File: config.mk
export PLATFORM = sky130hd
export DESIGN_NAME = lidar_sector_guard_teleop_flat
export DESIGN_NICKNAME = d
export VERILOG_FILES = /design/src/lsg_pkg.sv /design/src/lsg_if.sv /design/src/lsg_front.sv /design/src/lsg_queue.sv /design/src/lsg_back.sv /design/src/lidar_sector_guard_teleop.sv /design/src/flat_wrapper.sv
export SDC_FILE = /design/constraint.sdc
export NUM_CORES = 2
export LEC_CHECK = 0
export BUFFER_PORTS_ARGS = -buffer_cell sky130_fd_sc_hd__buf_2
export CAP_MARGIN = 0
export CORE_MARGIN = 2
export CORE_UTILIZATION = 40
export CTS_CLUSTER_DIAMETER = 40
export DETAILED_ROUTE_END_ITERATION = 10
export MAX_ROUTING_LAYER = met4
export RECOVER_POWER = 100
export SLEW_MARGIN = 20
export SYNTH_ARGS = -nofsm -noshare
export SYNTH_HDL_FRONTEND = slang
export SYNTH_HIERARCHICAL = 1
export SYNTH_SLANG_ARGS = --single-unit
File: constraint.sdc
create_clock -name clock -period 9.8 [get_ports clock]
set_input_delay 1.47 -clock clock [delete_from_list [all_inputs] [get_ports clock]]
set_output_delay 1.47 -clock clock [all_outputs]
set_load 0.01 [all_outputs]
File: src/lsg_pkg.sv
// shared types, constants and helper functions of the lidar sector guard
package lsg_pkg;

   // fixed field widths
   localparam int SPEED_W    = 16;
   localparam int RANGE_W    = 16;
   localparam int KEY_W      = 8;
   localparam int BOUND_W    = 10;
   localparam int CMD_W      = SPEED_W + 1;
   localparam int CSR_ADDR_W = 3;
   localparam int CSR_DATA_W = 16;

   // default scan length and decoupling queue depth
   localparam int SCAN_LEN_DEF = 721;
   localparam int QUEUE_DEPTH  = 4;

   // register indexes on the csr port
   localparam logic [CSR_ADDR_W-1:0] REG_THRESHOLD    = 3'd0;
   localparam logic [CSR_ADDR_W-1:0] REG_RIGHT_END    = 3'd1;
   localparam logic [CSR_ADDR_W-1:0] REG_FRONT_START  = 3'd2;
   localparam logic [CSR_ADDR_W-1:0] REG_FRONT_END    = 3'd3;
   localparam logic [CSR_ADDR_W-1:0] REG_LEFT_START   = 3'd4;
   localparam logic [CSR_ADDR_W-1:0] REG_PRESET_DRIVE = 3'd5;
   localparam logic [CSR_ADDR_W-1:0] REG_PRESET_TURN  = 3'd6;

   // register reset values
   localparam logic [RANGE_W-1:0] THRESHOLD_RST    = 16'd1000;
   localparam logic [BOUND_W-1:0] RIGHT_END_RST    = 10'd159;
   localparam logic [BOUND_W-1:0] FRONT_START_RST  = 10'd281;
   localparam logic [BOUND_W-1:0] FRONT_END_RST    = 10'd440;
   localparam logic [BOUND_W-1:0] LEFT_START_RST   = 10'd561;
   localparam logic [SPEED_W-1:0] PRESET_DRIVE_RST = 16'd512;
   localparam logic [SPEED_W-1:0] PRESET_TURN_RST  = 16'd1024;

   // state reset values
   localparam logic [SPEED_W-1:0] DRIVE_SPEED_RST = 16'd205;
   localparam logic [SPEED_W-1:0] TURN_SPEED_RST  = 16'd512;
   localparam logic [RANGE_W-1:0] MIN_START       = 16'd30000;
   localparam logic [SPEED_W-1:0] SPEED_MAX       = 16'hFFFF;

   // reciprocal of ten, exact for operands below 2**18
   localparam int RECIP_SHIFT = 19;
   localparam logic [SPEED_W-1:0] RECIP_TEN = 16'd52429;

   // operations handed from the front to the back
   typedef logic [3:0] op_type;
   localparam op_type OP_SAMPLE  = 4'd0;
   localparam op_type OP_UP_BOTH = 4'd1;
   localparam op_type OP_DN_BOTH = 4'd2;
   localparam op_type OP_UP_DRV  = 4'd3;
   localparam op_type OP_DN_DRV  = 4'd4;
   localparam op_type OP_UP_TRN  = 4'd5;
   localparam op_type OP_DN_TRN  = 4'd6;
   localparam op_type OP_PRESET  = 4'd7;
   localparam op_type OP_DIRS    = 4'd8;
   localparam op_type OP_QUIT    = 4'd9;

   // motion direction, -1, 0 or +1
   typedef logic signed [1:0] dir_type;
   localparam dir_type DIR_POS  = 2'sb01;
   localparam dir_type DIR_NONE = 2'sb00;
   localparam dir_type DIR_NEG  = 2'sb11;

   // one classified word in the queue
   typedef struct packed {
      op_type               op;
      dir_type              drv_dir;
      dir_type              trn_dir;
      logic [RANGE_W-1:0]   range_mm;
      logic                 scan_start;
   } entry_type;

   // configuration register set
   typedef struct packed {
      logic [RANGE_W-1:0] threshold_mm;
      logic [BOUND_W-1:0] right_end;
      logic [BOUND_W-1:0] front_start;
      logic [BOUND_W-1:0] front_end;
      logic [BOUND_W-1:0] left_start;
      logic [SPEED_W-1:0] preset_drive_speed;
      logic [SPEED_W-1:0] preset_turn_speed;
   } cfg_type;

   // floor(x / 10) for x below 2**18
   function automatic logic [SPEED_W:0] div_ten(input logic [SPEED_W:0] x);
      logic [SPEED_W+SPEED_W+1:0] prod;
      prod = x * RECIP_TEN;
      return (SPEED_W+1)'(prod >> RECIP_SHIFT);
   endfunction

   // floor(s * 11 / 10), saturating
   function automatic logic [SPEED_W-1:0] scale_up(input logic [SPEED_W-1:0] s);
      logic [SPEED_W:0] sum;
      sum = {1'b0, s} + div_ten({1'b0, s});
      return sum[SPEED_W] ? SPEED_MAX : sum[SPEED_W-1:0];
   endfunction

   // floor(s * 9 / 10) = s - ceil(s / 10)
   function automatic logic [SPEED_W-1:0] scale_down(input logic [SPEED_W-1:0] s);
      logic [SPEED_W:0] q;
      q = div_ten({1'b0, s} + (SPEED_W+1)'(9));
      return s - q[SPEED_W-1:0];
   endfunction

   // speed times direction
   function automatic logic signed [CMD_W-1:0] signed_cmd(input logic [SPEED_W-1:0] speed,
                                                          input dir_type dir);
      logic signed [CMD_W-1:0] mag;
      mag = signed'({1'b0, speed});
      if (dir == DIR_POS) return mag;
      else if (dir == DIR_NEG) return -mag;
      else return '0;
   endfunction

   // key code to operation, case-insensitive
   function automatic entry_type decode_key(input logic [KEY_W-1:0] key);
      entry_type        e;
      logic [KEY_W-1:0] low;
      low = (key >= "A" && key <= "Z") ? key + 8'd32 : key;
      e = '0;
      e.op = OP_DIRS;
      e.drv_dir = DIR_NONE;
      e.trn_dir = DIR_NONE;
      unique case (low)
         "a": e.op = OP_UP_BOTH;
         "d": e.op = OP_DN_BOTH;
         "w": e.op = OP_UP_DRV;
         "s": e.op = OP_DN_DRV;
         "q": e.op = OP_UP_TRN;
         "c": e.op = OP_DN_TRN;
         "r": e.op = OP_PRESET;
         "e": e.op = OP_QUIT;
         "y": begin e.drv_dir = DIR_POS;  e.trn_dir = DIR_POS;  end
         "u": begin e.drv_dir = DIR_POS;  e.trn_dir = DIR_NONE; end
         "i": begin e.drv_dir = DIR_POS;  e.trn_dir = DIR_NEG;  end
         "h": begin e.drv_dir = DIR_NONE; e.trn_dir = DIR_POS;  end
         "j": begin e.drv_dir = DIR_NONE; e.trn_dir = DIR_NONE; end
         "k": begin e.drv_dir = DIR_NONE; e.trn_dir = DIR_NEG;  end
         "b": begin e.drv_dir = DIR_NEG;  e.trn_dir = DIR_POS;  end
         "n": begin e.drv_dir = DIR_NEG;  e.trn_dir = DIR_NONE; end
         "m": begin e.drv_dir = DIR_NEG;  e.trn_dir = DIR_NEG;  end
         default: e.op = OP_DIRS;
      endcase
      return e;
   endfunction

endpackage

File: src/lsg_if.sv
// request and response channel interfaces of the lidar sector guard
interface lsg_req_if;
   logic        valid;
   logic        ready;
   logic        req_type;
   logic [7:0]  key_code;
   logic [15:0] range_mm;
   logic        scan_start;

   modport source (output valid, req_type, key_code, range_mm, scan_start, input ready);
   modport sink   (input valid, req_type, key_code, range_mm, scan_start, output ready);
endinterface

interface lsg_rsp_if;
   logic               valid;
   logic               ready;
   logic signed [16:0] drive_cmd;
   logic signed [16:0] turn_cmd;
   logic               wall_warning;
   logic               from_scan;
   logic               halted;

   modport source (output valid, drive_cmd, turn_cmd, wall_warning, from_scan, halted,
                   input ready);
   modport sink   (input valid, drive_cmd, turn_cmd, wall_warning, from_scan, halted,
                   output ready);
endinterface

File: src/lsg_front.sv
// front end: accepts request words, classifies them and feeds the queue
module lsg_front (
   input  logic                clock,
   input  logic                reset,
   lsg_req_if.sink             req_ch,
   output logic                push,
   output lsg_pkg::entry_type  push_data,
   input  logic                q_full
);
   import lsg_pkg::*;

   logic      stg_vld_ff, stg_vld_in;
   entry_type stg_ff, stg_in;
   logic      accept;

   // stage is free when empty or draining into the queue
   assign push         = stg_vld_ff && !q_full;
   assign req_ch.ready = !stg_vld_ff || !q_full;
   assign accept       = req_ch.valid && req_ch.ready;
   assign push_data    = stg_ff;

   // classify the incoming word
   always_comb begin
      if (req_ch.req_type) begin
         stg_in            = '0;
         stg_in.op         = OP_SAMPLE;
         stg_in.range_mm   = req_ch.range_mm;
         stg_in.scan_start = req_ch.scan_start;
      end else begin
         stg_in = decode_key(req_ch.key_code);
      end
   end

   assign stg_vld_in = accept || (stg_vld_ff && !push);

   // stage valid
   always_ff @(posedge clock) begin
      if (reset) begin
         stg_vld_ff <= 1'b0;
      end else begin
         stg_vld_ff <= stg_vld_in;
      end
   end

   // stage payload
   always_ff @(posedge clock) begin
      if (accept) begin
         stg_ff <= stg_in;
      end
   end

endmodule

File: src/lsg_queue.sv
// short fifo between front and back
module lsg_queue (
   input  logic                clock,
   input  logic                reset,
   input  logic                push,
   input  lsg_pkg::entry_type  push_data,
   output logic                full,
   input  logic                pop,
   output lsg_pkg::entry_type  pop_data,
   output logic                empty
);
   import lsg_pkg::*;

   localparam int AW = $clog2(QUEUE_DEPTH);

   entry_type         mem_ff [QUEUE_DEPTH];
   logic [AW-1:0]     wr_ptr_ff, wr_ptr_in;
   logic [AW-1:0]     rd_ptr_ff, rd_ptr_in;
   logic [AW:0]       count_ff, count_in;

   assign full     = (count_ff == (AW+1)'(QUEUE_DEPTH));
   assign empty    = (count_ff == '0);
   assign pop_data = mem_ff[rd_ptr_ff];

   // pointer and fill count update
   always_comb begin
      wr_ptr_in = wr_ptr_ff;
      rd_ptr_in = rd_ptr_ff;
      count_in  = count_ff;
      if (push) begin
         wr_ptr_in = (wr_ptr_ff == AW'(QUEUE_DEPTH - 1)) ? '0 : wr_ptr_ff + 1'b1;
      end
      if (pop) begin
         rd_ptr_in = (rd_ptr_ff == AW'(QUEUE_DEPTH - 1)) ? '0 : rd_ptr_ff + 1'b1;
      end
      if (push && !pop) begin
         count_in = count_ff + 1'b1;
      end else if (pop && !push) begin
         count_in = count_ff - 1'b1;
      end
   end

   always_ff @(posedge clock) begin
      if (reset) begin
         wr_ptr_ff <= '0;
         rd_ptr_ff <= '0;
         count_ff  <= '0;
      end else begin
         wr_ptr_ff <= wr_ptr_in;
         rd_ptr_ff <= rd_ptr_in;
         count_ff  <= count_in;
      end
   end

   // storage
   always_ff @(posedge clock) begin
      if (push) begin
         mem_ff[wr_ptr_ff] <= push_data;
      end
   end

endmodule

File: src/lsg_back.sv
// back end: speed and direction state, sector minima and the response register
module lsg_back #(
   parameter int SCAN_LEN = lsg_pkg::SCAN_LEN_DEF
) (
   input  logic                clock,
   input  logic                reset,
   input  lsg_pkg::cfg_type    cfg,
   input  lsg_pkg::entry_type  head,
   input  logic                empty,
   output logic                pop,
   lsg_rsp_if.source           rsp_ch
);
   import lsg_pkg::*;

   localparam int IDX_W = $clog2(SCAN_LEN);
   localparam logic [IDX_W-1:0] LAST_IDX = IDX_W'(SCAN_LEN - 1);

   // architectural state
   logic [SPEED_W-1:0] drv_speed_ff, drv_speed_in;
   logic [SPEED_W-1:0] trn_speed_ff, trn_speed_in;
   dir_type            drv_dir_ff, drv_dir_in;
   dir_type            trn_dir_ff, trn_dir_in;
   logic [IDX_W-1:0]   idx_ff, idx_in;
   logic [RANGE_W-1:0] min_r_ff, min_r_in;
   logic [RANGE_W-1:0] min_f_ff, min_f_in;
   logic [RANGE_W-1:0] min_l_ff, min_l_in;
   logic               quit_ff, quit_in;

   // response register
   logic                    out_vld_ff, out_vld_in;
   logic signed [CMD_W-1:0] out_drv_ff, out_drv_in;
   logic signed [CMD_W-1:0] out_trn_ff, out_trn_in;
   logic                    out_warn_ff, out_warn_in;
   logic                    out_scan_ff, out_scan_in;
   logic                    out_halt_ff, out_halt_in;

   logic               is_sample, last, produces, out_free, load;
   logic [IDX_W-1:0]   idx_eff;
   logic [RANGE_W-1:0] min_r_eff, min_f_eff, min_l_eff;
   logic [RANGE_W-1:0] min_r_new, min_f_new, min_l_new;
   logic [BOUND_W-1:0] idx_ext;
   logic               blk_f, blk_l, blk_r, drv_stop, trn_stop;
   logic [SPEED_W-1:0] drv_up, drv_dn, trn_up, trn_dn;

   // sample path: restart on scan mark, then fold into the sector minima
   assign is_sample = (head.op == OP_SAMPLE);
   assign idx_eff   = head.scan_start ? '0 : idx_ff;
   assign min_r_eff = head.scan_start ? MIN_START : min_r_ff;
   assign min_f_eff = head.scan_start ? MIN_START : min_f_ff;
   assign min_l_eff = head.scan_start ? MIN_START : min_l_ff;
   assign idx_ext   = BOUND_W'(idx_eff);

   assign min_r_new = (idx_ext <= cfg.right_end && head.range_mm <= min_r_eff)
                      ? head.range_mm : min_r_eff;
   assign min_f_new = (idx_ext >= cfg.front_start && idx_ext <= cfg.front_end &&
                       head.range_mm <= min_f_eff) ? head.range_mm : min_f_eff;
   assign min_l_new = (idx_ext >= cfg.left_start && head.range_mm <= min_l_eff)
                      ? head.range_mm : min_l_eff;
   assign last      = (idx_eff == LAST_IDX);

   // sector guard at scan end
   assign blk_f    = min_f_new < cfg.threshold_mm;
   assign blk_l    = min_l_new < cfg.threshold_mm;
   assign blk_r    = min_r_new < cfg.threshold_mm;
   assign drv_stop = blk_f && (drv_dir_ff == DIR_POS);
   assign trn_stop = (blk_l && (trn_dir_ff == DIR_POS)) || (blk_r && (trn_dir_ff == DIR_NEG));

   // speed scaling
   assign drv_up = scale_up(drv_speed_ff);
   assign drv_dn = scale_down(drv_speed_ff);
   assign trn_up = scale_up(trn_speed_ff);
   assign trn_dn = scale_down(trn_speed_ff);

   // pop whenever the word needs no response slot or the slot frees up
   assign produces = !is_sample || (!quit_ff && last);
   assign out_free = !out_vld_ff || rsp_ch.ready;
   assign pop      = !empty && (!produces || out_free);
   assign load     = pop && produces;

   // next state and response
   always_comb begin
      drv_speed_in = drv_speed_ff;
      trn_speed_in = trn_speed_ff;
      drv_dir_in   = drv_dir_ff;
      trn_dir_in   = trn_dir_ff;
      idx_in       = idx_ff;
      min_r_in     = min_r_ff;
      min_f_in     = min_f_ff;
      min_l_in     = min_l_ff;
      quit_in      = quit_ff;
      out_warn_in  = 1'b0;
      out_scan_in  = 1'b0;
      out_halt_in  = 1'b0;
      if (pop && !quit_ff) begin
         unique case (head.op)
            OP_SAMPLE: begin
               if (last) begin
                  drv_dir_in  = drv_stop ? DIR_NONE : drv_dir_ff;
                  trn_dir_in  = trn_stop ? DIR_NONE : trn_dir_ff;
                  out_warn_in = drv_stop || trn_stop;
                  out_scan_in = 1'b1;
                  idx_in      = '0;
                  min_r_in    = MIN_START;
                  min_f_in    = MIN_START;
                  min_l_in    = MIN_START;
               end else begin
                  idx_in   = idx_eff + 1'b1;
                  min_r_in = min_r_new;
                  min_f_in = min_f_new;
                  min_l_in = min_l_new;
               end
            end
            OP_UP_BOTH: begin
               drv_speed_in = drv_up;
               trn_speed_in = trn_up;
            end
            OP_DN_BOTH: begin
               drv_speed_in = drv_dn;
               trn_speed_in = trn_dn;
            end
            OP_UP_DRV: drv_speed_in = drv_up;
            OP_DN_DRV: drv_speed_in = drv_dn;
            OP_UP_TRN: trn_speed_in = trn_up;
            OP_DN_TRN: trn_speed_in = trn_dn;
            OP_PRESET: begin
               drv_speed_in = cfg.preset_drive_speed;
               trn_speed_in = cfg.preset_turn_speed;
            end
            OP_DIRS: begin
               drv_dir_in = head.drv_dir;
               trn_dir_in = head.trn_dir;
            end
            OP_QUIT: begin
               quit_in     = 1'b1;
               out_halt_in = 1'b1;
            end
            default: begin
               drv_dir_in = DIR_NONE;
               trn_dir_in = DIR_NONE;
            end
         endcase
      end else if (quit_ff) begin
         out_halt_in = 1'b1;
      end
      if (out_halt_in) begin
         out_drv_in = '0;
         out_trn_in = '0;
      end else begin
         out_drv_in = signed_cmd(drv_speed_in, drv_dir_in);
         out_trn_in = signed_cmd(trn_speed_in, trn_dir_in);
      end
   end

   assign out_vld_in = load || (out_vld_ff && !rsp_ch.ready);

   // control state
   always_ff @(posedge clock) begin
      if (reset) begin
         drv_speed_ff <= DRIVE_SPEED_RST;
         trn_speed_ff <= TURN_SPEED_RST;
         drv_dir_ff   <= DIR_NONE;
         trn_dir_ff   <= DIR_NONE;
         idx_ff       <= '0;
         min_r_ff     <= MIN_START;
         min_f_ff     <= MIN_START;
         min_l_ff     <= MIN_START;
         quit_ff      <= 1'b0;
         out_vld_ff   <= 1'b0;
      end else begin
         drv_speed_ff <= drv_speed_in;
         trn_speed_ff <= trn_speed_in;
         drv_dir_ff   <= drv_dir_in;
         trn_dir_ff   <= trn_dir_in;
         idx_ff       <= idx_in;
         min_r_ff     <= min_r_in;
         min_f_ff     <= min_f_in;
         min_l_ff     <= min_l_in;
         quit_ff      <= quit_in;
         out_vld_ff   <= out_vld_in;
      end
   end

   // response payload
   always_ff @(posedge clock) begin
      if (load) begin
         out_drv_ff  <= out_drv_in;
         out_trn_ff  <= out_trn_in;
         out_warn_ff <= out_warn_in;
         out_scan_ff <= out_scan_in;
         out_halt_ff <= out_halt_in;
      end
   end

   assign rsp_ch.valid        = out_vld_ff;
   assign rsp_ch.drive_cmd    = out_drv_ff;
   assign rsp_ch.turn_cmd     = out_trn_ff;
   assign rsp_ch.wall_warning = out_warn_ff;
   assign rsp_ch.from_scan    = out_scan_ff;
   assign rsp_ch.halted       = out_halt_ff;

`ifndef NO_ASSERTIONS
   // a scan result never comes out of the halted state
   a_scan_not_halted: assert property (@(posedge clock) disable iff (reset)
      rsp_ch.valid && rsp_ch.from_scan |-> !rsp_ch.halted)
      else $error("scan word while halted");

   // a halted word carries a zero command
   a_halted_zero: assert property (@(posedge clock) disable iff (reset)
      rsp_ch.valid && rsp_ch.halted |-> rsp_ch.drive_cmd == '0 && rsp_ch.turn_cmd == '0)
      else $error("halted word with motion");

   // key words never carry a warning
   a_key_no_warn: assert property (@(posedge clock) disable iff (reset)
      rsp_ch.valid && !rsp_ch.from_scan |-> !rsp_ch.wall_warning)
      else $error("warning on key word");

   // a mid-scan sample advances the index by one
   a_idx_step: assert property (@(posedge clock) disable iff (reset)
      pop && is_sample && !quit_ff && !last |=> idx_ff == $past(idx_eff) + 1'b1)
      else $error("sample index did not advance");
`endif

endmodule

File: src/lidar_sector_guard_teleop.sv
// top level of the teleop command generator with lidar sector guard
//
//   channel  dir  handshake       payload
//   req_ch   in   valid/ready     req_type, key_code, range_mm, scan_start
//   rsp_ch   out  valid/ready     drive_cmd, turn_cmd, wall_warning, from_scan, halted
//   csr_*    in   write enable    csr_index, csr_wdata (no read-back)
//
// one word per cycle unless a waiting response on rsp_ch backs up the queue: a classify
// stage, a four-entry queue and the back end that updates state and the response
// register in the same cycle; a key word passes the stage, the queue, then that register.
// synchronous reset restores speeds, directions, minima and registers; no clearing pass.
// the queue lets requests keep flowing while a response waits on rsp_ch.ready.
module lidar_sector_guard_teleop #(
   parameter int SCAN_LEN = lsg_pkg::SCAN_LEN_DEF
) (
   input  logic                              clock,
   input  logic                              reset,
   lsg_req_if.sink                           req_ch,
   lsg_rsp_if.source                         rsp_ch,
   input  logic                              csr_we,
   input  logic [lsg_pkg::CSR_ADDR_W-1:0]    csr_index,
   input  logic [lsg_pkg::CSR_DATA_W-1:0]    csr_wdata
);
   import lsg_pkg::*;

   cfg_type   cfg_ff, cfg_in;
   logic      push, q_full, pop, q_empty;
   entry_type push_data, pop_data;

   // register writes
   always_comb begin
      cfg_in = cfg_ff;
      if (csr_we) begin
         case (csr_index)
            REG_THRESHOLD:    cfg_in.threshold_mm       = csr_wdata;
            REG_RIGHT_END:    cfg_in.right_end          = csr_wdata[BOUND_W-1:0];
            REG_FRONT_START:  cfg_in.front_start        = csr_wdata[BOUND_W-1:0];
            REG_FRONT_END:    cfg_in.front_end          = csr_wdata[BOUND_W-1:0];
            REG_LEFT_START:   cfg_in.left_start         = csr_wdata[BOUND_W-1:0];
            REG_PRESET_DRIVE: cfg_in.preset_drive_speed = csr_wdata;
            REG_PRESET_TURN:  cfg_in.preset_turn_speed  = csr_wdata;
            default:          cfg_in = cfg_ff;
         endcase
      end
   end

   always_ff @(posedge clock) begin
      if (reset) begin
         cfg_ff.threshold_mm       <= THRESHOLD_RST;
         cfg_ff.right_end          <= RIGHT_END_RST;
         cfg_ff.front_start        <= FRONT_START_RST;
         cfg_ff.front_end          <= FRONT_END_RST;
         cfg_ff.left_start         <= LEFT_START_RST;
         cfg_ff.preset_drive_speed <= PRESET_DRIVE_RST;
         cfg_ff.preset_turn_speed  <= PRESET_TURN_RST;
      end else begin
         cfg_ff <= cfg_in;
      end
   end

   // classify
   lsg_front u_front (
      .clock     (clock),
      .reset     (reset),
      .req_ch    (req_ch),
      .push      (push),
      .push_data (push_data),
      .q_full    (q_full)
   );

   // decoupling queue
   lsg_queue u_queue (
      .clock     (clock),
      .reset     (reset),
      .push      (push),
      .push_data (push_data),
      .full      (q_full),
      .pop       (pop),
      .pop_data  (pop_data),
      .empty     (q_empty)
   );

   // execute and respond
   lsg_back #(
      .SCAN_LEN (SCAN_LEN)
   ) u_back (
      .clock  (clock),
      .reset  (reset),
      .cfg    (cfg_ff),
      .head   (pop_data),
      .empty  (q_empty),
      .pop    (pop),
      .rsp_ch (rsp_ch)
   );

endmodule

File: src/flat_wrapper.sv
// flat-port wrapper written by rule: the top's interface ports become plain ports
module lidar_sector_guard_teleop_flat import lsg_pkg::*;
#(
   parameter int SCAN_LEN = lsg_pkg::SCAN_LEN_DEF
)
  (clock, reset, csr_we, csr_index, csr_wdata, req_ch_valid, req_ch_req_type, req_ch_key_code, req_ch_range_mm, req_ch_scan_start, req_ch_ready, rsp_ch_valid, rsp_ch_drive_cmd, rsp_ch_turn_cmd, rsp_ch_wall_warning, rsp_ch_from_scan, rsp_ch_halted, rsp_ch_ready);
  lsg_req_if req_ch_i ();
  lsg_rsp_if rsp_ch_i ();
  input  logic clock;
  input  logic reset;
  input  logic csr_we;
  input  logic [lsg_pkg::CSR_ADDR_W-1:0] csr_index;
  input  logic [lsg_pkg::CSR_DATA_W-1:0] csr_wdata;
  input wire logic [$bits(req_ch_i.valid)-1:0] req_ch_valid;
  input wire logic [$bits(req_ch_i.req_type)-1:0] req_ch_req_type;
  input wire logic [$bits(req_ch_i.key_code)-1:0] req_ch_key_code;
  input wire logic [$bits(req_ch_i.range_mm)-1:0] req_ch_range_mm;
  input wire logic [$bits(req_ch_i.scan_start)-1:0] req_ch_scan_start;
  output wire logic [$bits(req_ch_i.ready)-1:0] req_ch_ready;
  output wire logic [$bits(rsp_ch_i.valid)-1:0] rsp_ch_valid;
  output wire logic [$bits(rsp_ch_i.drive_cmd)-1:0] rsp_ch_drive_cmd;
  output wire logic [$bits(rsp_ch_i.turn_cmd)-1:0] rsp_ch_turn_cmd;
  output wire logic [$bits(rsp_ch_i.wall_warning)-1:0] rsp_ch_wall_warning;
  output wire logic [$bits(rsp_ch_i.from_scan)-1:0] rsp_ch_from_scan;
  output wire logic [$bits(rsp_ch_i.halted)-1:0] rsp_ch_halted;
  input wire logic [$bits(rsp_ch_i.ready)-1:0] rsp_ch_ready;
  assign req_ch_i.valid = req_ch_valid;
  assign req_ch_i.req_type = req_ch_req_type;
  assign req_ch_i.key_code = req_ch_key_code;
  assign req_ch_i.range_mm = req_ch_range_mm;
  assign req_ch_i.scan_start = req_ch_scan_start;
  assign req_ch_ready = req_ch_i.ready;
  assign rsp_ch_valid = rsp_ch_i.valid;
  assign rsp_ch_drive_cmd = rsp_ch_i.drive_cmd;
  assign rsp_ch_turn_cmd = rsp_ch_i.turn_cmd;
  assign rsp_ch_wall_warning = rsp_ch_i.wall_warning;
  assign rsp_ch_from_scan = rsp_ch_i.from_scan;
  assign rsp_ch_halted = rsp_ch_i.halted;
  assign rsp_ch_i.ready = rsp_ch_ready;
  lidar_sector_guard_teleop #(.SCAN_LEN(SCAN_LEN)) u_core (.clock(clock), .reset(reset), .req_ch(req_ch_i), .rsp_ch(rsp_ch_i), .csr_we(csr_we), .csr_index(csr_index), .csr_wdata(csr_wdata));
endmodule
## Word-level counts from Yosys, hierarchy flattened

Memories as Yosys holds them, arrays and structs flattened. A register that Yosys moved wholly into a read port is not among the register bits.
Cells that the tools add are included.

| cells by class | value |
|---|---|
| reduce and logical (&&, ||, !) cells | 57 |
| shift operators | 0 |
| add/subtract/negate cells | 14 |
| bitwise gates (word level) | 2 |
| mux-type cells | 44 |
| $lt $le $gt $ge | 12 |
| multiply operators | 4 |
| divide/modulo/power cells | 0 |
| eq/ne operators | 42 |

Operators with widths:

| cell | number |
|---|---|
| two-way mux 16 bit | 17 |
| == test 8 x 7 -> 1 bit, second input constant | 16 |
| case mux 16 bit (3 select lines) | 2 |
| multiplier 17 x 16 -> 33 bit, second input constant | 2 |
| multiplier 16 x 16 -> 32 bit, second input constant | 2 |
| case mux 4 bit (8 select lines) | 2 |
| less-or-equal comparator 16 bit | 3 |
| less-than comparator 16 bit | 3 |
| adder 16 x 13 -> 17 bit | 2 |
| adder 16 x 4 -> 17 bit, second input constant | 2 |
| negation 16 -> 17 bit | 2 |
| subtractor 16 x 14 -> 16 bit | 2 |
| greater-or-equal comparator 10 bit | 2 |
| less-or-equal comparator 10 bit | 2 |
| two-way mux 10 bit | 2 |
| two-way mux 2 bit | 10 |
| logical AND 1 bit | 18 |
| AND reduction 2 bit | 9 |
| == test 4 x 3 -> 1 bit, second input constant | 4 |
| == test 2 bit, second input constant | 6 |
| == test 3 bit, second input constant | 4 |
| case mux 2 bit (3 select lines) | 2 |
| adder 10 x 1 -> 10 bit, second input constant | 1 |
| == test 10 bit, second input constant | 1 |
| 25 further kinds | 59 |

| word-level totals | value |
|---|---|
| memories kept | 1 |
| word-level logic and storage cells | 209 |
| bits in writable memories | 100 |
| output and inout bits | 39 |
| register bits | 254 |
| input bits | 50 |
| bits in latches | 0 |
| bits in read-only memories | 0 |

Memory list:

| name | words | width | rd ports | clocked after memory_dff | write ports | RTL line | text |
|---|---|---|---|---|---|---|---|
| u_core.u_queue.mem_ff | 4 | 25 | 1 | 1 | 1 | lsg_queue.sv:16 | `entry_type mem_ff [QUEUE_DEPTH];` |

## Logic depth before layout (Yosys ltp)

| logic depth | value |
|---|---|
| depth in word-level cells | 14 |
| mapped depth | 41 |

## Cells and area by module

Netlist, hierarchy kept.

Modules (own cells, without submodules):

| module | seq. area each (µm²) | area an instance (µm²) | times used | cells an instance |
|---|---|---|---|---|
| lsg_back | 3032.9 | 31495.2 | 1 | 3537 |
| lsg_queue | 3183.1 | 4091.4 | 1 | 175 |
| lidar_sector_guard_teleop | 1761.7 | 3533.4 | 1 | 328 |
| lsg_front | 770.7 | 1261.2 | 1 | 103 |

## Worst setup path before layout

No wires, ideal clock.

| timing path | value |
|---|---|
| path kind | flip-flop to flip-flop |
| start | reg u_core.u_back.trn_speed_ff[1] |
| end | reg u_core.u_back.out_trn_ff[16], in the netlist u_core/u_back/rsp_ch.turn_cmd[16], data pin |
| path buffers | 0 |
| library setup time | 268 ps |
| slack | 357 ps |
| data required time | 9532 ps |
| period minus slack after synthesis | 9443 ps |
| arrival time | 9175 ps |
| cell stages (with the launch flop) | 38 |
| cell sequence | dfxtp_1 > ha_1 > nand3_1 > nand2_1 > nand2_1 > nor2_1 > nand2_1 > xnor2_1 > ha_1 > ha_1 > inv_1 > fa_1 > inv_1 > fa_1 > fa_1 > fa_1 > ha_1 > a21o_1 > [... 2 more ...] > o31ai_1 > a21o_1 > a21oi_1 > o31ai_1 > a21o_1 > a21oi_1 > xor2_1 > ha_1 > a21o_1 > a2111oi_0 > nor3b_1 > a311o_1 > mux2i_1 > or2_2 > o32a_1 > nor4_1 > and4_1 > nor3_1 |

| between the ends | value |
|---|---|
| word-level cells in the longest chain between the ends | 6 |
| elaborated cells on any way between the ends | 9 |

RTL lines:

| item | RTL line | text |
|---|---|---|
| from (decl) | lsg_back.sv:20 | `logic [SPEED_W-1:0] trn_speed_ff, trn_speed_in;` |
| from (signal assigned) | lsg_back.sv:171 | `trn_speed_ff <= trn_speed_in;` |
| adder 16 x 4 -> 17 bit / multiplier 16 x 16 -> 32 bit (equally long branches) | lsg_pkg.sv:101, lsg_pkg.sv:87 |  |
| multiplier 17 x 16 -> 33 bit / adder 16 x 13 -> 17 bit (equally long branches) | lsg_pkg.sv:87, lsg_pkg.sv:94 |  |
| subtractor 16 x 14 -> 16 bit / two-way mux 16 bit (equally long branches) | lsg_pkg.sv:102, lsg_pkg.sv:95 |  |
| case mux 16 bit (3 select lines) | lsg_back.sv:95 | `unique case (head.op)` |
| two-way mux 16 bit * | lsg_back.sv:94 | `if (pop && !quit_ff) begin` |
| negation 16 -> 17 bit * | lsg_pkg.sv:111 | `else if (dir == DIR_NEG) return -mag;` |
| to (signal assigned) | lsg_back.sv:187 | `out_trn_ff <= out_trn_in;` |
| to (decl) | lsg_back.sv:32 | `logic signed [CMD_W-1:0] out_trn_ff, out_trn_in;` |

Mark *: on every way between the ends. The rest lies on a longest branch, timed or not.
A chain may end at the register's enable or synchronous reset.

## Worst setup path after layout

| timing path | value |
|---|---|
| start | reg u_core.u_back.trn_speed_ff[3] |
| end | reg u_core.u_back.out_trn_ff[16], in the netlist u_core/u_back/rsp_ch.turn_cmd[16], data pin |

The elaborated chain is that of the path after synthesis.

==> Implementation_results.wiki <==
{| class="wikitable"
! Metric !! Value
|-
| Final Instance Area || ~45,000 um2
|-
| Pin slew with the least headroom to its limit || 3.37 ns
|-
| Largest incremental delay on the critical path || 0.49 ns
|-
| Number of antenna violations at the first check in global routing || 2
|-
| Area of the core region || 100,000 um2
|-
| Number of clock buffers inserted by TritonCTS || 56
|-
| Pin count of the biggest net entering global routing || 80
|-
| Cell depth of the worst hold path || 2
|-
| Via count of the first global-routing pass || around 30,000
|-
| Primary flip-flop cell chosen by synthesis mapping || dfxtp_1
|-
| Worst Skew || around 0.044 ns
|-
| Setup repair after global routing missed its margin || yes
|-
| Buffers on Ports || 88
|-
| Result of the run || finished, violations left
|-
| Startpoint class of the critical path || flop
|-
| Die width || 322 um
|-
| GRT Residual Overflow || 0
|-
| Dominant cell by count in the synthesized netlist || ha_1
|-
| CTS tree || built
|-
| Final Slew Violations || 486
|-
| Initial core utilization || 40.3%
|-
| Count of flip-flops with a built-in enable after synthesis || 162
|-
| Dominant cells by area after synthesis || ha_1 (22%), fa_1 (17%), edfxtp_1 (12%)
|-
| Clock Sinks || 356
|-
| Master cell of the clock root buffer || clkbuf_16
|-
| Unique cell type count in the Yosys netlist || about 100
|-
| First DRT Iteration DRCs || about 2,100
|-
| Crit path max-delay cell type || fa_1
|-
| Worst slew margin relative to its limit || -125%
|-
| DRC violation count after routing || 0
|-
| Avg Inst Size Synth || slightly below 10 um2
|-
| Post-synth ARST share || 0%
|-
| Detailed placer's ending HPWL || 91,100 um
|-
| Nets || 5,476
|-
| Final Hold Vio Count || 0
|-
| Antenna Violating Nets Remaining || 0
|-
| Cell type with the highest aggregate area in the netlist || ha_1
|-
| Total of flip-flops plus latches after synthesis || 356
|-
| Top cell type's share of synthesized area || between 20% and 30%
|-
| I/O pin cnt || 89
|-
| Number of failing setup endpoints in the final timing report || 0
|-
| Sequential cell area fraction in the yosys report || 21.7%
|-
| Final weighted congestion in routability-driven placement || 0.970
|-
| Crit share post-route || 95.7%
|-
| Post-synth net total || 5,253
|-
| Kind of cell adding the most delay to the critical path || adder cells
|-
| Worst-path clk slew || 0.06 ns
|-
| Detailed-route vias per instance || 5.29
|-
| Buffers & Inverters on Critical Path || 8
|-
| Reg2Reg Depth || between 40 and 50
|-
| Vias post-DR || 30,200
|-
| Hold bufs inserted after CTS || 0
|-
| Cell row count || ~120
|-
| Critical path's most frequent cell || a21o_1
|-
| Hold_ws || 0.456 ns
|-
| Time the worst path needs with I/O delays and setup || 9.38 ns
|-
| Tightest Hold Check Type || reg2reg
|-
| Crit Path Class || reg2reg
|-
| Buffers from clock root to sink, at most || 3
|-
| Wire length of the first global-routing pass || 176,000 um
|-
| Die ar. || 104,000 um2
|-
| Layout cells sized above 1 || around a tenth
|-
| Instance count after placement with tap cells included || ~5,600
|-
| Data arrival time of the worst path || 9.71 ns
|-
| H-Tree Level Count || 2
|-
| Placement Cell Area || 43,300 um2
|-
| Final instance count without filler cells || 5,708
|-
| Routed len/inst || just under 20 um
|-
| Failing checks || max-capacitance violations, max-slew violations
|-
| Die span in y || roughly 320 um
|-
| Kind of capture point of the worst setup path || flop
|-
| Count of TritonRoute iterations in the first routing pass || 6
|-
| Commonest cells post-synth || ha_1 (721), inv_1 (713), fa_1 (339), nor2_1 (299), dfxtp_1 (194)
|-
| Clock Latency Late Sink || roughly 0.64 ns
|-
| Overall fraction of global-route tracks in use || between 20% and 30%
|-
| Post-synthesis instance area || a little over 40,000 um2
|-
| Area growth syn-to-layout || 12.6%
|-
| Post-detailed-routing wire length || around 110,000 um
|-
| CP Data Required Time || ~10 ns
|-
| Max-Cap Viols || 13
|-
| Count of warnings emitted by yosys || 6
|-
| Levels on crit path || 41
|-
| Maximum fanout count along the critical path || 6
|-
| Max Freq || 0.107 GHz
|-
| Post-Synthesis Cells || 4,143
|}
## flip-flops by register name, summed over array words and instances (netlist names), 2 cells and up, named ones only
| register | cells |
|---|---|
| u_core/cfg_ff | 88 |
| u_core/u_back/rsp_ch.turn_cmd | 17 |
| u_core/u_queue/wr_ptr_ff | 2 |
| u_core/u_back/trn_dir_ff | 2 |
| u_core/u_back/min_l_ff | 16 |
| u_core/u_front/push_data | 25 |
| u_core/u_back/idx_ff | 10 |
| u_core/u_queue/rd_ptr_ff | 2 |
| u_core/u_back/min_r_ff | 16 |
| u_core/u_queue/mem_ff | 100 |
| u_core/u_back/min_f_ff | 16 |
| u_core/u_back/drv_dir_ff | 2 |
| u_core/u_back/trn_speed_ff | 16 |
| u_core/u_back/rsp_ch.drive_cmd | 17 |
| u_core/u_back/drv_speed_ff | 16 |
| u_core/u_queue/count_ff | 3 |
## path summary, 6_finish.rpt
kind | startpoint | end | slack (ns)
hold / removal | u_core/u_back/idx_ff[1]$_SDFFE_PP0P_ | u_core/u_back/idx_ff[1]$_SDFFE_PP0P_ | 0.46
setup reg to reg | u_core/u_back/trn_speed_ff[3]$_SDFF_PP0_ | u_core/u_back/rsp_ch.turn_cmd[16]$_SDFFCE_PP0P_ | 0.42
hold reg to reg | u_core/u_back/idx_ff[1]$_SDFFE_PP0P_ | u_core/u_back/idx_ff[1]$_SDFFE_PP0P_ | 0.46
setup / recovery | u_core/u_back/trn_speed_ff[3]$_SDFF_PP0_ | u_core/u_back/rsp_ch.turn_cmd[16]$_SDFFCE_PP0P_ | 0.42
## stage by stage
stage                     util (%)  setup slack (ns)  TNS [ns]
after floorplan                  -             0.357         0
after global placement        43.3            0.0761         0
after detailed placement      43.3           -0.0646    -0.149
after CTS                     45.2            0.0326         0
after global routing          45.4           -0.0562   -0.0565
final                         45.4             0.423         0
## per-layer routing
metal  track usage [%]  vias to the layer above  share of wire, %
met2              34.9                      813                45
met1              31.0                    14600                47
li1                  -                    14700                 -
met3              2.94                      139               6.0
met4              5.14                        0               2.4
met5                 -                        -                 0
## cell usage in the layout (no fill, tap or decap), types with 12 or more instances in the layout
cell type,Yosys,layout
ha_1,721,719
inv_1,713,710
fa_1,339,339
nor2_1,299,291
dfxtp_1,194,192
buf_4,2,168
edfxtp_1,162,162
a21oi_1,163,161
nand2_1,139,137
mux2i_1,130,130
nand2b_1,128,128
o21ai_0,104,100
xnor2_1,102,88
a21o_1,82,82
xor2_1,67,67
clkbuf_1,67,64
nand3_1,60,57
clkbuf_16,0,56
nor2b_1,55,54
nor3_1,53,51
buf_2,21,44
nand4_1,42,42
o21a_1,34,34
a22oi_1,35,33
and3_1,27,27
a211oi_1,27,26
a31oi_1,23,23
and2_0,1,22
mux4_2,20,20
and2_1,38,16
or3_1,16,16
nor4_1,16,15
o211ai_1,15,15
o2111ai_1,12,12
## cell families after synthesis
kind of cell / share of synthesized area, %
fa+ha+maj: 39.1
simple gates: 12.1
buf+inv: 7.89
compound gates: 10.9
flops: 21.7
xor+xnor: 3.67
mux: 4.66
## area by class of cell
| cell class | instances | area [um2] |
|---|---|---|
| Clock buffer | 66 | 1470 |
| Clock inverter | 35 | 445 |
| Sequential cell | 356 | 8750 |
| Timing Repair Buffer | 270 | 1700 |
| Fill cell | 9568 | 54700 |
| Antenna cell | 1 | 2.50 |
| Multi-Input combinational cell | 2969 | 28800 |
| Tap cell | 1298 | 1620 |
| Inverter | 713 | 2680 |
## worst min-delay path, stage by stage, from the launching register on
cell and delay (ns):
dfxtp_1 0.31, nand2_1 0.05, a21oi_1 0.05
## repair_timing
action | in CTS | in global routing
endpoints found under the setup margin | 4 | 29
setup buffers | 0 | 6
endpoints found under the hold margin | 0 | 0
pin swaps | 0 | 16
gates resized for setup | 5 | 62
cloned | 0 | 0
Power is left out: the tool's default activity adds up to more than one toggle a clock period on the data nets, which glitch-free logic cannot reach.
